[src/design/bta_pkg.sv]
// shared types and codes for the bakery ticket arbiter
package bta_pkg;

  typedef enum logic [0:0] {
    FUNC_REQUEST = 1'b0,
    FUNC_RELEASE = 1'b1
  } func_e;

  typedef enum logic [1:0] {
    ST_OK    = 2'd0,
    ST_RANGE = 2'd1,
    ST_SAT   = 2'd2
  } status_e;

  localparam int unsigned ActiveBits  = 4;
  localparam int unsigned IdBits      = 3;
  localparam int unsigned OutTktBits  = 16;
  localparam logic [ActiveBits-1:0] ActiveReset = 4'd8;

endpackage

[src/design/bta_cell.sv]
// one ticket cell: holds a requester's ticket and forwards the running max and min pair
module bta_cell
  import bta_pkg::*;
#(
  parameter int unsigned INDEX       = 0,
  parameter int unsigned TICKET_BITS = 16,
  parameter int unsigned ID_BITS     = 3
) (
  input  logic                   clk_i,
  input  logic                   rst_ni,
  input  logic                   op_en_i,
  input  logic [IdBits-1:0]      op_id_i,
  input  logic                   wr_en_i,
  input  logic [TICKET_BITS-1:0] wr_val_i,
  input  logic                   sw_vld_i,
  input  logic [TICKET_BITS-1:0] sw_max_i,
  input  logic                   sw_bv_i,
  input  logic [TICKET_BITS-1:0] sw_bt_i,
  input  logic [ID_BITS-1:0]     sw_bid_i,
  output logic                   sw_vld_o,
  output logic [TICKET_BITS-1:0] sw_max_o,
  output logic                   sw_bv_o,
  output logic [TICKET_BITS-1:0] sw_bt_o,
  output logic [ID_BITS-1:0]     sw_bid_o
);

  logic [TICKET_BITS-1:0] ticket_q;
  logic                   hit;
  logic                   take;
  logic                   vld_q;
  logic [TICKET_BITS-1:0] max_q, max_d;
  logic                   bv_q, bv_d;
  logic [TICKET_BITS-1:0] bt_q, bt_d;
  logic [ID_BITS-1:0]     bid_q, bid_d;

  // the target cell stays out of the min search, its new value is merged at the end
  assign hit  = op_en_i && (32'(op_id_i) == 32'(INDEX));
  assign take = !hit && (ticket_q != '0) && (!sw_bv_i || ticket_q < sw_bt_i);

  always_comb begin
    max_d = (ticket_q > sw_max_i) ? ticket_q : sw_max_i;
    bv_d  = sw_bv_i;
    bt_d  = sw_bt_i;
    bid_d = sw_bid_i;
    if (take) begin
      bv_d  = 1'b1;
      bt_d  = ticket_q;
      bid_d = ID_BITS'(INDEX);
    end
  end

  always_ff @(posedge clk_i or negedge rst_ni) begin
    if (!rst_ni) begin
      ticket_q <= '0;
      vld_q    <= 1'b0;
    end else begin
      vld_q <= sw_vld_i;
      if (wr_en_i && hit) begin
        ticket_q <= wr_val_i;
      end
    end
  end

  always_ff @(posedge clk_i) begin
    if (sw_vld_i) begin
      max_q <= max_d;
      bv_q  <= bv_d;
      bt_q  <= bt_d;
      bid_q <= bid_d;
    end
  end

  assign sw_vld_o = vld_q;
  assign sw_max_o = max_q;
  assign sw_bv_o  = bv_q;
  assign sw_bt_o  = bt_q;
  assign sw_bid_o = bid_q;

endmodule

[src/design/bakery_ticket_arbiter.sv]
// top level of the bakery ticket arbiter: op control, cell chain and result register
//
// channel   | ports                                              | transfer
// ----------+----------------------------------------------------+----------------------
// command   | start_i, func_i, requester_id_i, busy_o            | start_i && !busy_o
// result    | done_o, ticket_o, grant_valid_o, grant_id_o,       | done_o, one cycle
//           | status_o                                           |
// config    | cfg_we_i, cfg_wdata_i                              | cfg_we_i
//
// from transfer to result strobe an item passes the launch register, then a register in
// each cell as the sweep walks the chain, then the result register, loaded with the write-back
// busy_o is low in the cycle the result strobe is high, so the next command can follow
// reset clears every ticket and sets the active count to 8
// the receiver cannot stall; results are presented once
module bakery_ticket_arbiter
  import bta_pkg::*;
#(
  parameter int unsigned MAX_REQUESTERS = 8,
  parameter int unsigned TICKET_BITS    = 16
) (
  input  logic                  clk_i,
  input  logic                  rst_ni,
  input  logic                  start_i,
  input  logic                  func_i,
  input  logic [IdBits-1:0]     requester_id_i,
  output logic                  busy_o,
  input  logic                  cfg_we_i,
  input  logic [ActiveBits-1:0] cfg_wdata_i,
  output logic                  done_o,
  output logic [OutTktBits-1:0] ticket_o,
  output logic                  grant_valid_o,
  output logic [IdBits-1:0]     grant_id_o,
  output logic [1:0]            status_o
);

  localparam int unsigned IdW = (MAX_REQUESTERS > 1) ? $clog2(MAX_REQUESTERS) : 1;
  localparam int unsigned CmpW = (IdW > IdBits) ? IdW : IdBits;
  localparam logic [TICKET_BITS-1:0] TicketMax = '1;

  logic [ActiveBits-1:0] active_q;
  logic                  busy_q;
  logic                  launch_q;
  func_e                 op_func_q;
  logic [IdBits-1:0]     op_id_q;
  logic                  op_inr_q;
  logic                  accept;
  logic                  inr;

  logic                   sw_vld [MAX_REQUESTERS+1];
  logic [TICKET_BITS-1:0] sw_max [MAX_REQUESTERS+1];
  logic                   sw_bv  [MAX_REQUESTERS+1];
  logic [TICKET_BITS-1:0] sw_bt  [MAX_REQUESTERS+1];
  logic [IdW-1:0]         sw_bid [MAX_REQUESTERS+1];

  logic                   last_vld;
  logic                   wr_en;
  logic [TICKET_BITS-1:0] wr_val;
  logic                   sat;
  logic [TICKET_BITS-1:0] new_tkt;
  logic [TICKET_BITS-1:0] res_tkt;
  logic                   res_gv;
  logic [CmpW-1:0]        res_gid;
  status_e                res_st;

  logic                  done_q;
  logic [OutTktBits-1:0] ticket_q;
  logic                  gv_q;
  logic [IdBits-1:0]     gid_q;
  status_e               st_q;

  assign accept = start_i && !busy_q;
  assign inr    = ({1'b0, requester_id_i} < active_q) &&
                  (32'(requester_id_i) < 32'(MAX_REQUESTERS));

  always_ff @(posedge clk_i or negedge rst_ni) begin
    if (!rst_ni) begin
      active_q <= ActiveReset;
      busy_q   <= 1'b0;
      launch_q <= 1'b0;
      done_q   <= 1'b0;
    end else begin
      if (cfg_we_i) begin
        active_q <= cfg_wdata_i;
      end
      launch_q <= accept;
      done_q   <= last_vld;
      if (accept) begin
        busy_q <= 1'b1;
      end else if (last_vld) begin
        busy_q <= 1'b0;
      end
    end
  end

  always_ff @(posedge clk_i) begin
    if (accept) begin
      op_func_q <= func_e'(func_i);
      op_id_q   <= requester_id_i;
      op_inr_q  <= inr;
    end
  end

  // sweep seed
  assign sw_vld[0] = launch_q;
  assign sw_max[0] = '0;
  assign sw_bv[0]  = 1'b0;
  assign sw_bt[0]  = '0;
  assign sw_bid[0] = '0;

  for (genvar g = 0; g < MAX_REQUESTERS; g++) begin : g_cell
    bta_cell #(
      .INDEX      (g),
      .TICKET_BITS(TICKET_BITS),
      .ID_BITS    (IdW)
    ) u_cell (
      .clk_i   (clk_i),
      .rst_ni  (rst_ni),
      .op_en_i (op_inr_q),
      .op_id_i (op_id_q),
      .wr_en_i (wr_en),
      .wr_val_i(wr_val),
      .sw_vld_i(sw_vld[g]),
      .sw_max_i(sw_max[g]),
      .sw_bv_i (sw_bv[g]),
      .sw_bt_i (sw_bt[g]),
      .sw_bid_i(sw_bid[g]),
      .sw_vld_o(sw_vld[g+1]),
      .sw_max_o(sw_max[g+1]),
      .sw_bv_o (sw_bv[g+1]),
      .sw_bt_o (sw_bt[g+1]),
      .sw_bid_o(sw_bid[g+1])
    );
  end

  assign last_vld = sw_vld[MAX_REQUESTERS];
  assign sat      = (sw_max[MAX_REQUESTERS] == TicketMax);
  assign new_tkt  = sat ? TicketMax : sw_max[MAX_REQUESTERS] + 1'b1;
  assign wr_en    = last_vld && op_inr_q;

  // merge the target's new ticket with the min pair of the other cells
  always_comb begin
    wr_val  = '0;
    res_tkt = '0;
    res_st  = ST_OK;
    res_gv  = sw_bv[MAX_REQUESTERS];
    res_gid = CmpW'(sw_bid[MAX_REQUESTERS]);
    if (!op_inr_q) begin
      res_st = ST_RANGE;
    end else if (op_func_q == FUNC_REQUEST) begin
      wr_val  = new_tkt;
      res_tkt = new_tkt;
      if (sat) begin
        res_st = ST_SAT;
      end
      if (!sw_bv[MAX_REQUESTERS] || new_tkt < sw_bt[MAX_REQUESTERS] ||
          (new_tkt == sw_bt[MAX_REQUESTERS] &&
           CmpW'(op_id_q) < CmpW'(sw_bid[MAX_REQUESTERS]))) begin
        res_gv  = 1'b1;
        res_gid = CmpW'(op_id_q);
      end
    end
  end

  always_ff @(posedge clk_i) begin
    if (last_vld) begin
      ticket_q <= OutTktBits'(res_tkt);
      gv_q     <= res_gv;
      gid_q    <= IdBits'(res_gid);
      st_q     <= res_st;
    end
  end

  assign busy_o        = busy_q;
  assign done_o        = done_q;
  assign ticket_o      = ticket_q;
  assign grant_valid_o = gv_q;
  assign grant_id_o    = gid_q;
  assign status_o      = st_q;

endmodule

[config.mk]
export PLATFORM = sky130hd
export DESIGN_NAME = bakery_ticket_arbiter
export DESIGN_NICKNAME = d
export VERILOG_FILES = /design/src/design/bta_pkg.sv /design/src/design/bta_cell.sv /design/src/design/bakery_ticket_arbiter.sv
export SDC_FILE = /design/constraint.sdc
export NUM_CORES = 1
export LEC_CHECK = 0
export ABC_AREA = 1
export ABC_CLOCK_PERIOD_IN_PS = 2450
export BUFFER_PORTS_ARGS = -buffer_cell sky130_fd_sc_hd__buf_2
export CORE_ASPECT_RATIO = 1.25
export CORE_UTILIZATION = 40
export DETAILED_ROUTE_END_ITERATION = 8
export SLEW_MARGIN = 10
export SYNTH_ARGS = -nofsm -noshare
export SYNTH_HDL_FRONTEND = slang
export SYNTH_SLANG_ARGS = --single-unit
[constraint.sdc]
create_clock -name clk_i -period 2.45 [get_ports clk_i]
set_input_delay 0.245 -clock clk_i [delete_from_list [all_inputs] [get_ports clk_i]]
set_output_delay 0.245 -clock clk_i [all_outputs]
set_load 0.005 [all_outputs]
==> impl_metrics.csv, run 1 <==
group,metric,value,unit
critical_path,crit_type,"reg2reg",
critical_path,r2r_cells,17,
layout,diodes,0,
timing,hold_violations,0,
layout,layout_commonest_cell,"nand2_1",
yosys,ys_seq_area_share,50.4,%
yosys,synth_cells,2810,
timing,timing.final.crit_period,2.72,ns
floorplan,fp.dieH,284,µm
layout,final_cell_mix,"nand2_1, inv_1, edfxtp_1, nand3_1, ha_1",
critical_path,endpoint_kind,"register",
layout,stdcell_area,29400,µm²
placement,place.gp.congestion,0.903,
timing,fin_skew,0.0406,ns
clock_tree,tritoncts,"yes",
timing,final.period_utilization,111,%
timing,whs,0.179,ns
detailed_routing,finalWirelength,71300,µm
layout,fin_cells,3847,
clock_tree,cts_made_buffers,48,
critical_path,crit_start,"g_cell[7].u_cell.sw_max_o[1]",
layout,post-route-util,46.6,%
timing,worst_pin_slew,0.785,ns
floorplan,ios,36,
power_and_ir_drop,leakage,15.2,nW
detailed_routing,routed_via_density,5.10,
placement,dpl.cell_count,3728,
clock_tree,clk_pin_slew,0.06,ns
yosys,syn_nets,3060,
clock_tree,clockBufferDepth,3,
floorplan,die_area,64700,µm²
layout,nets,3217,
job,drv_cap,0,
timing,finalMaxSlewViolations,0,
clock_tree,root_buffer,"clkbuf_16",
global_route,grtUsageTotal,22.6,%
yosys,syn_avg_cell_area,9.06,µm²
yosys,synth-seq-cells,451,
clock_tree,htree_num_levels,2,
floorplan,rows,103,
clock_tree,insertion_delay,0.61,ns
layout,drive_above_1_share,14.2,%
power_and_ir_drop,power-per-cell-area,532,nW/µm²
detailed_routing,avgRoutedWirePerCell,18.5,µm
timing,timing.slew.headroom,47.7,%
floorplan,core-area,63000,µm²
layout,regArea,12800,µm²
detailed_routing,drtIter0Drc,1369,
detailed_routing,drc,0,
layout,area_delta_synth_final,15.4,%
yosys,syn_area,25500,µm²
floorplan,start_util,40.4,%
yosys,ys_warn_count,0,
critical_path,critPathMaxFanout,4,
min_path,min_path_type,"in2async",
global_route,grt_pass1_vias,19700,
critical_path,reg2reg_from,"g_cell[7].u_cell.sw_max_o[1]",
critical_path,cp-start-kind,"register",
timing,setup_viol,3,
placement,io_buffer_count,35,
detailed_routing,routed-via-count,19600,
layout,multi_input_area,10900,µm²
run_status,status,"finished, violations left",
global_route,antenna_found_initial,1,
run_status,failed_checks,"setup timing",
floorplan,fp.dieW,228,µm
power_and_ir_drop,ir_drop,0.465,mV
layout,nFillCells,5900,
global_route,grt_pass1_wl,111000,µm
critical_path,worstPathRequired,2.80,ns
global_route,grt_max_degree,50,
critical_path,critical_path_arrival,3.08,ns
global_route,overflow,0,
detailed_routing,ant_nets,0,
clock_tree,cts.sinks,451,
placement,place_ws,-0.352,ns
timing,clock.fmax,367,MHz
placement,placed_cell_area,27300,µm²
yosys,yosysUniqueCellTypes,51,
timing,rsz0062_at_grt,"yes",
timing,finalWorstSetupSlack,-0.274,ns
placement,hpwlAfterDp,52600,µm
detailed_routing,dr.pass1.iters,5,
synthesized netlist by cell type (all sizes together):
cell | n | area share, %
nand2 | 904 | 14
inv | 383 | 5.6
edfxtp | 308 | 36
nand3 | 264 | 5.5
ha | 238 | 12
o21ai | 161 | 3.9
dfrtp | 142 | 14
a21oi | 109 | 2.2
nor2 | 106 | 1.8
clkbuf | 47 | 0.69
buf | 40 | 1.1
nor4 | 29 | 0.84
nor3 | 21 | 0.50
or2 | 15 | 0.38
nand4 | 13 | 0.34
o21a | 7 | 0.21
a31oi | 5 | 0.17
and2 | 4 | 0.098
xor2 | 4 | 0.14
a21boi | 2 | 0.059
a211oi | 1 | 0.029
a21o | 1 | 0.029
a41oi | 1 | 0.034
dfstp | 1 | 0.10
nand3b | 1 | 0.029
o21bai | 1 | 0.029
o22ai | 1 | 0.025
xnor2 | 1 | 0.034
timing repair:
item / 4_1_cts / 5_1_grt
resized for setup: 18 / 19
hold buffers: 18 / 0
setup buffers: 6 / 5
endpoints found under the setup margin: 5 / 52
pin swaps: 18 / 17
hold endpoints to repair: 56 / 0
routing by layer:
metal,part of all wire [%],up-vias,global-route usage [%]
li1,-,9632,-
met1,38,9332,25.0
met2,52,485,41.1
met3,4.3,179,3.14
met4,5.8,0,11.9
met5,0,-,0
power breakdown:
group / internal, W / switching [W] / leakage (nW) / total, W
combinational: 0.0000450 / 0.0000758 / 10.5 / 0.000121
clock: 0.00432 / 0.00312 / 0.795 / 0.00744
sequential: 0.00808 / 0.00000150 / 3.88 / 0.00808
critical path, stage by stage (launching register included):
cell and delay, ns:
edfxtp_1 0.42, ha_4 0.18, nand2_4 0.06, nor2_4 0.14
nand3_4 0.10, nor2_4 0.18, nand3_4 0.11, buf_4 0.17
nand3_4 0.07, ha_4 0.20, a21oi_1 0.13, o21ai_0 0.12
a21oi_2 0.20, nand2_1 0.09, nand2_2 0.11, nand2_2 0.07
nand2_1 0.07, nand2_1 0.06
cell families after synthesis:
family	after synthesis	synth area share (%)
compound gates	289	6.69
xor+xnor	5	0.172
fa+ha+maj	238	11.7
buf+inv	470	7.42
flops	451	50.4
simple gates	1357	23.7
per-stage QoR:
stage | TNS (ns) | power, W
global placement | -0.757 | 0.00833
floorplan | -0.260 | 0.00825
global route | -1.26 | 0.0161
CTS | -0.742 | 0.0158
finish | -0.778 | 0.0156
detailed placement | -0.999 | 0.00833
final cells by class:
class | instances | share of cell area, %
clock buffer | 63 | 4.45
sequential | 451 | 43.7
timing repair buffer | 194 | 5.11
inverter | 383 | 4.89
multi-input combinational | 1889 | 37.3
tap | 840 | 3.58
clock inverter | 27 | 1.04
registers in the layout (all words and copies together), names as in the netlist, 2 cells and up:
register / count
status_o: 2
grant_id_o: 3
g_cell.u_cell.ticket_q: 128
active_q: 4
g_cell.u_cell.sw_vld_o: 8
g_cell.u_cell.sw_bt_o: 128
ticket_o: 16
op_id_q: 3
g_cell.u_cell.sw_max_o: 128
g_cell.u_cell.sw_bid_o: 17
g_cell.u_cell.sw_bv_o: 8
worst paths after layout:
| check | end | slack [ns] |
|---|---|---|
| min in group clk_i | g_cell[4].u_cell.sw_vld_o | 0.35 |
| worst min-delay path | g_cell[0].u_cell.ticket_q[6] | 0.18 |
| max in group asynchronous | active_q[3] | 1.53 |
| worst max register to register | grant_id_o[0] | -0.27 |
| worst max-delay path | grant_id_o[0] | -0.27 |
| worst min register to register | g_cell[4].u_cell.sw_vld_o | 0.35 |
Note: power is estimated with default switching activity, not from simulation.
==> run 2: changes to the inputs <==
- GPL_TIMING_DRIVEN: unset -> 0
- HOLD_SLACK_MARGIN: unset -> 0.12
- SLEW_MARGIN: 10 -> unset
==> run 2 against run 1 <==
The flow still finishes with violations (setup timing). Clock-buffer cell count increased by 4. Routed wire length increased by 1.2%. Sequential share of layout area increased by 0.39 points. Critical path depth increased by 2. Core utilization decreased by 0.34 points. Hold slack improved by 0.018 ns. Power increased by 1.3%. Final area decreased by 0.74%.
==> impl_metrics.csv, run 2 (synthesis gave the netlist of run 1 again) <==
group,metric,value,unit
timing,fin_skew,0.0215,ns
run_status,status,"finished, violations left",
layout,regArea,12800,µm²
detailed_routing,ant_nets,0,
power_and_ir_drop,power-per-cell-area,544,nW/µm²
floorplan,fp.dieH,284,µm
power_and_ir_drop,power,0.0159,W
timing,timing.slew.headroom,42.0,%
floorplan,fp.dieW,228,µm
layout,stdcell_area,29200,µm²
timing,final.period_utilization,116,%
placement,hpwlAfterDp,53800,µm
critical_path,critical_path_arrival,3.21,ns
floorplan,start_util,40.4,%
min_path,min_path_type,"in2async",
timing,timing.final.crit_period,2.85,ns
critical_path,crit_type,"reg2reg",
clock_tree,tritoncts,"yes",
layout,final_cell_mix,"nand2_1, inv_1, edfxtp_1, nand3_1, ha_1",
timing,worst_pin_slew,0.869,ns
critical_path,endpoint_kind,"register",
power_and_ir_drop,leakage,14.9,nW
layout,drive_above_1_share,12.9,%
run_status,failed_checks,"setup timing",
detailed_routing,avgRoutedWirePerCell,18.9,µm
floorplan,core-area,63000,µm²
layout,multi_input_area,11100,µm²
global_route,grt_max_degree,83,
detailed_routing,drc,0,
critical_path,worstPathRequired,2.81,ns
timing,finalWorstSetupSlack,-0.397,ns
layout,post-route-util,46.3,%
job,drv_cap,0,
global_route,antenna_found_initial,1,
power_and_ir_drop,ir_drop,0.447,mV
placement,place.gp.congestion,0.897,
critical_path,critPathMaxFanout,5,
critical_path,cp-start-kind,"register",
clock_tree,clockBufferDepth,3,
global_route,grt_pass1_vias,19800,
layout,nFillCells,5921,
floorplan,rows,103,
timing,clock.fmax,351,MHz
floorplan,ios,36,
timing,setup_viol,3,
clock_tree,htree_num_levels,2,
timing,finalMaxSlewViolations,0,
global_route,grtUsageTotal,22.6,%
detailed_routing,finalWirelength,72100,µm
clock_tree,cts_made_buffers,49,
detailed_routing,routed-via-count,19800,
clock_tree,root_buffer,"clkbuf_16",
timing,hold_violations,0,
detailed_routing,drtIter0Drc,1403,
placement,placed_cell_area,26800,µm²
layout,layout_commonest_cell,"nand2_1",
placement,io_buffer_count,35,
layout,area_delta_synth_final,14.5,%
layout,nets,3183,
timing,rsz0062_at_grt,"yes",
floorplan,die_area,64700,µm²
clock_tree,cts.sinks,451,
clock_tree,clk_pin_slew,0.06,ns
detailed_routing,routed_via_density,5.19,
detailed_routing,dr.pass1.iters,8,
global_route,overflow,0,
global_route,grt_pass1_wl,110000,µm
clock_tree,insertion_delay,0.61,ns
[run 2: cell types whose count changed in the layout (fill, tap and decap cells not counted), sizes merged]
cell / before / now
buf: 176 / 93
clkbuf: 63 / 115
clkinv: 21 / 10
clkinvlp: 0 / 4
inv: 384 / 386
bufinv: 5 / 6
diode: 0 / 1
[run 2: power breakdown]
group	switching, W	total (W)	internal [W]
clock network	0.00313	0.00766	0.00452
logic	0.0000739	0.000116	0.0000423
registers	0.00000149	0.00808	0.00808
[run 2: final timing paths]
check / slack (ns) / end / from / cells after the start
min in group clk_i: 0.38 / op_func_q / func_i / 2
hold / removal: 0.20 / g_cell[0].u_cell.ticket_q[10] / rst_ni / 2
setup / recovery: -0.40 / grant_id_o[2] / g_cell[7].u_cell.sw_max_o[0] / 19
hold reg to reg: 0.50 / g_cell[2].u_cell.ticket_q[0] / g_cell[2].u_cell.ticket_q[0] / 2
setup reg to reg: -0.40 / grant_id_o[2] / g_cell[7].u_cell.sw_max_o[0] / 19
max in group asynchronous: 1.33 / g_cell[5].u_cell.ticket_q[15] / rst_ni / 3
[run 2: timing repair]
action,in CTS,in global routing
pin swaps,21,30
setup buffers,13,5
setup endpoints to repair,204,137
gates resized for setup,28,68
hold endpoints to repair,78,0
cloned,1,0
hold buffers,18,0
[run 2: metrics by stage]
step / TNS [ns] / std cells / hold slack (ns) / setup slack [ns]
floorplan: -0.260 / 2810 / -0.0506 / -0.0868
global placement: -218.80 / 3685 / 0.425 / -1.29
detailed placement: -47.72 / 3686 / 0.249 / -0.802
CTS: -0.922 / 3808 / 0.183 / -0.324
global route: -1.74 / 3812 / 0.218 / -0.566
finish: -1.16 / 3813 / 0.198 / -0.397
[run 2: per-layer routing]
| layer | vias up | track usage [%] | share of wire [%] |
|---|---|---|---|
| met2 | 515 | 41.0 | 52 |
| met5 | - | 0 | 0.018 |
| met1 | 9469 | 24.4 | 37 |
| li1 | 9574 | - | - |
| met4 | 2 | 13.8 | 6.9 |
| met3 | 232 | 3.23 | 3.9 |
[run 2: worst max-delay path, stage by stage (launching register included)]
cell and delay [ns]:
edfxtp_1 0.38, ha_2 0.20, nand2_2 0.07, nor2_4 0.14, nand3_4 0.10, nor2_4 0.20
nand3_4 0.18, buf_12 0.20, nand3_4 0.10, ha_4 0.22, a21oi_2 0.17, nand2_1 0.08
nand2_1 0.06, nand2_1 0.04, nand2_1 0.06, nand2_1 0.07, nand2_2 0.12, nand2_2 0.07
nand2_1 0.06, nand2_1 0.06
[run 2: area by class of cell]
cell class	instances	area share [%]
flip-flops and latches	451	44.1
multi-input cells	1889	38.1
inverters	383	4.93
clock buffers	67	4.64
well taps	840	3.60
repair buffers	73	2.00
plain buffers	86	1.57
clock inverters	23	1.05
diodes	1	0.00858
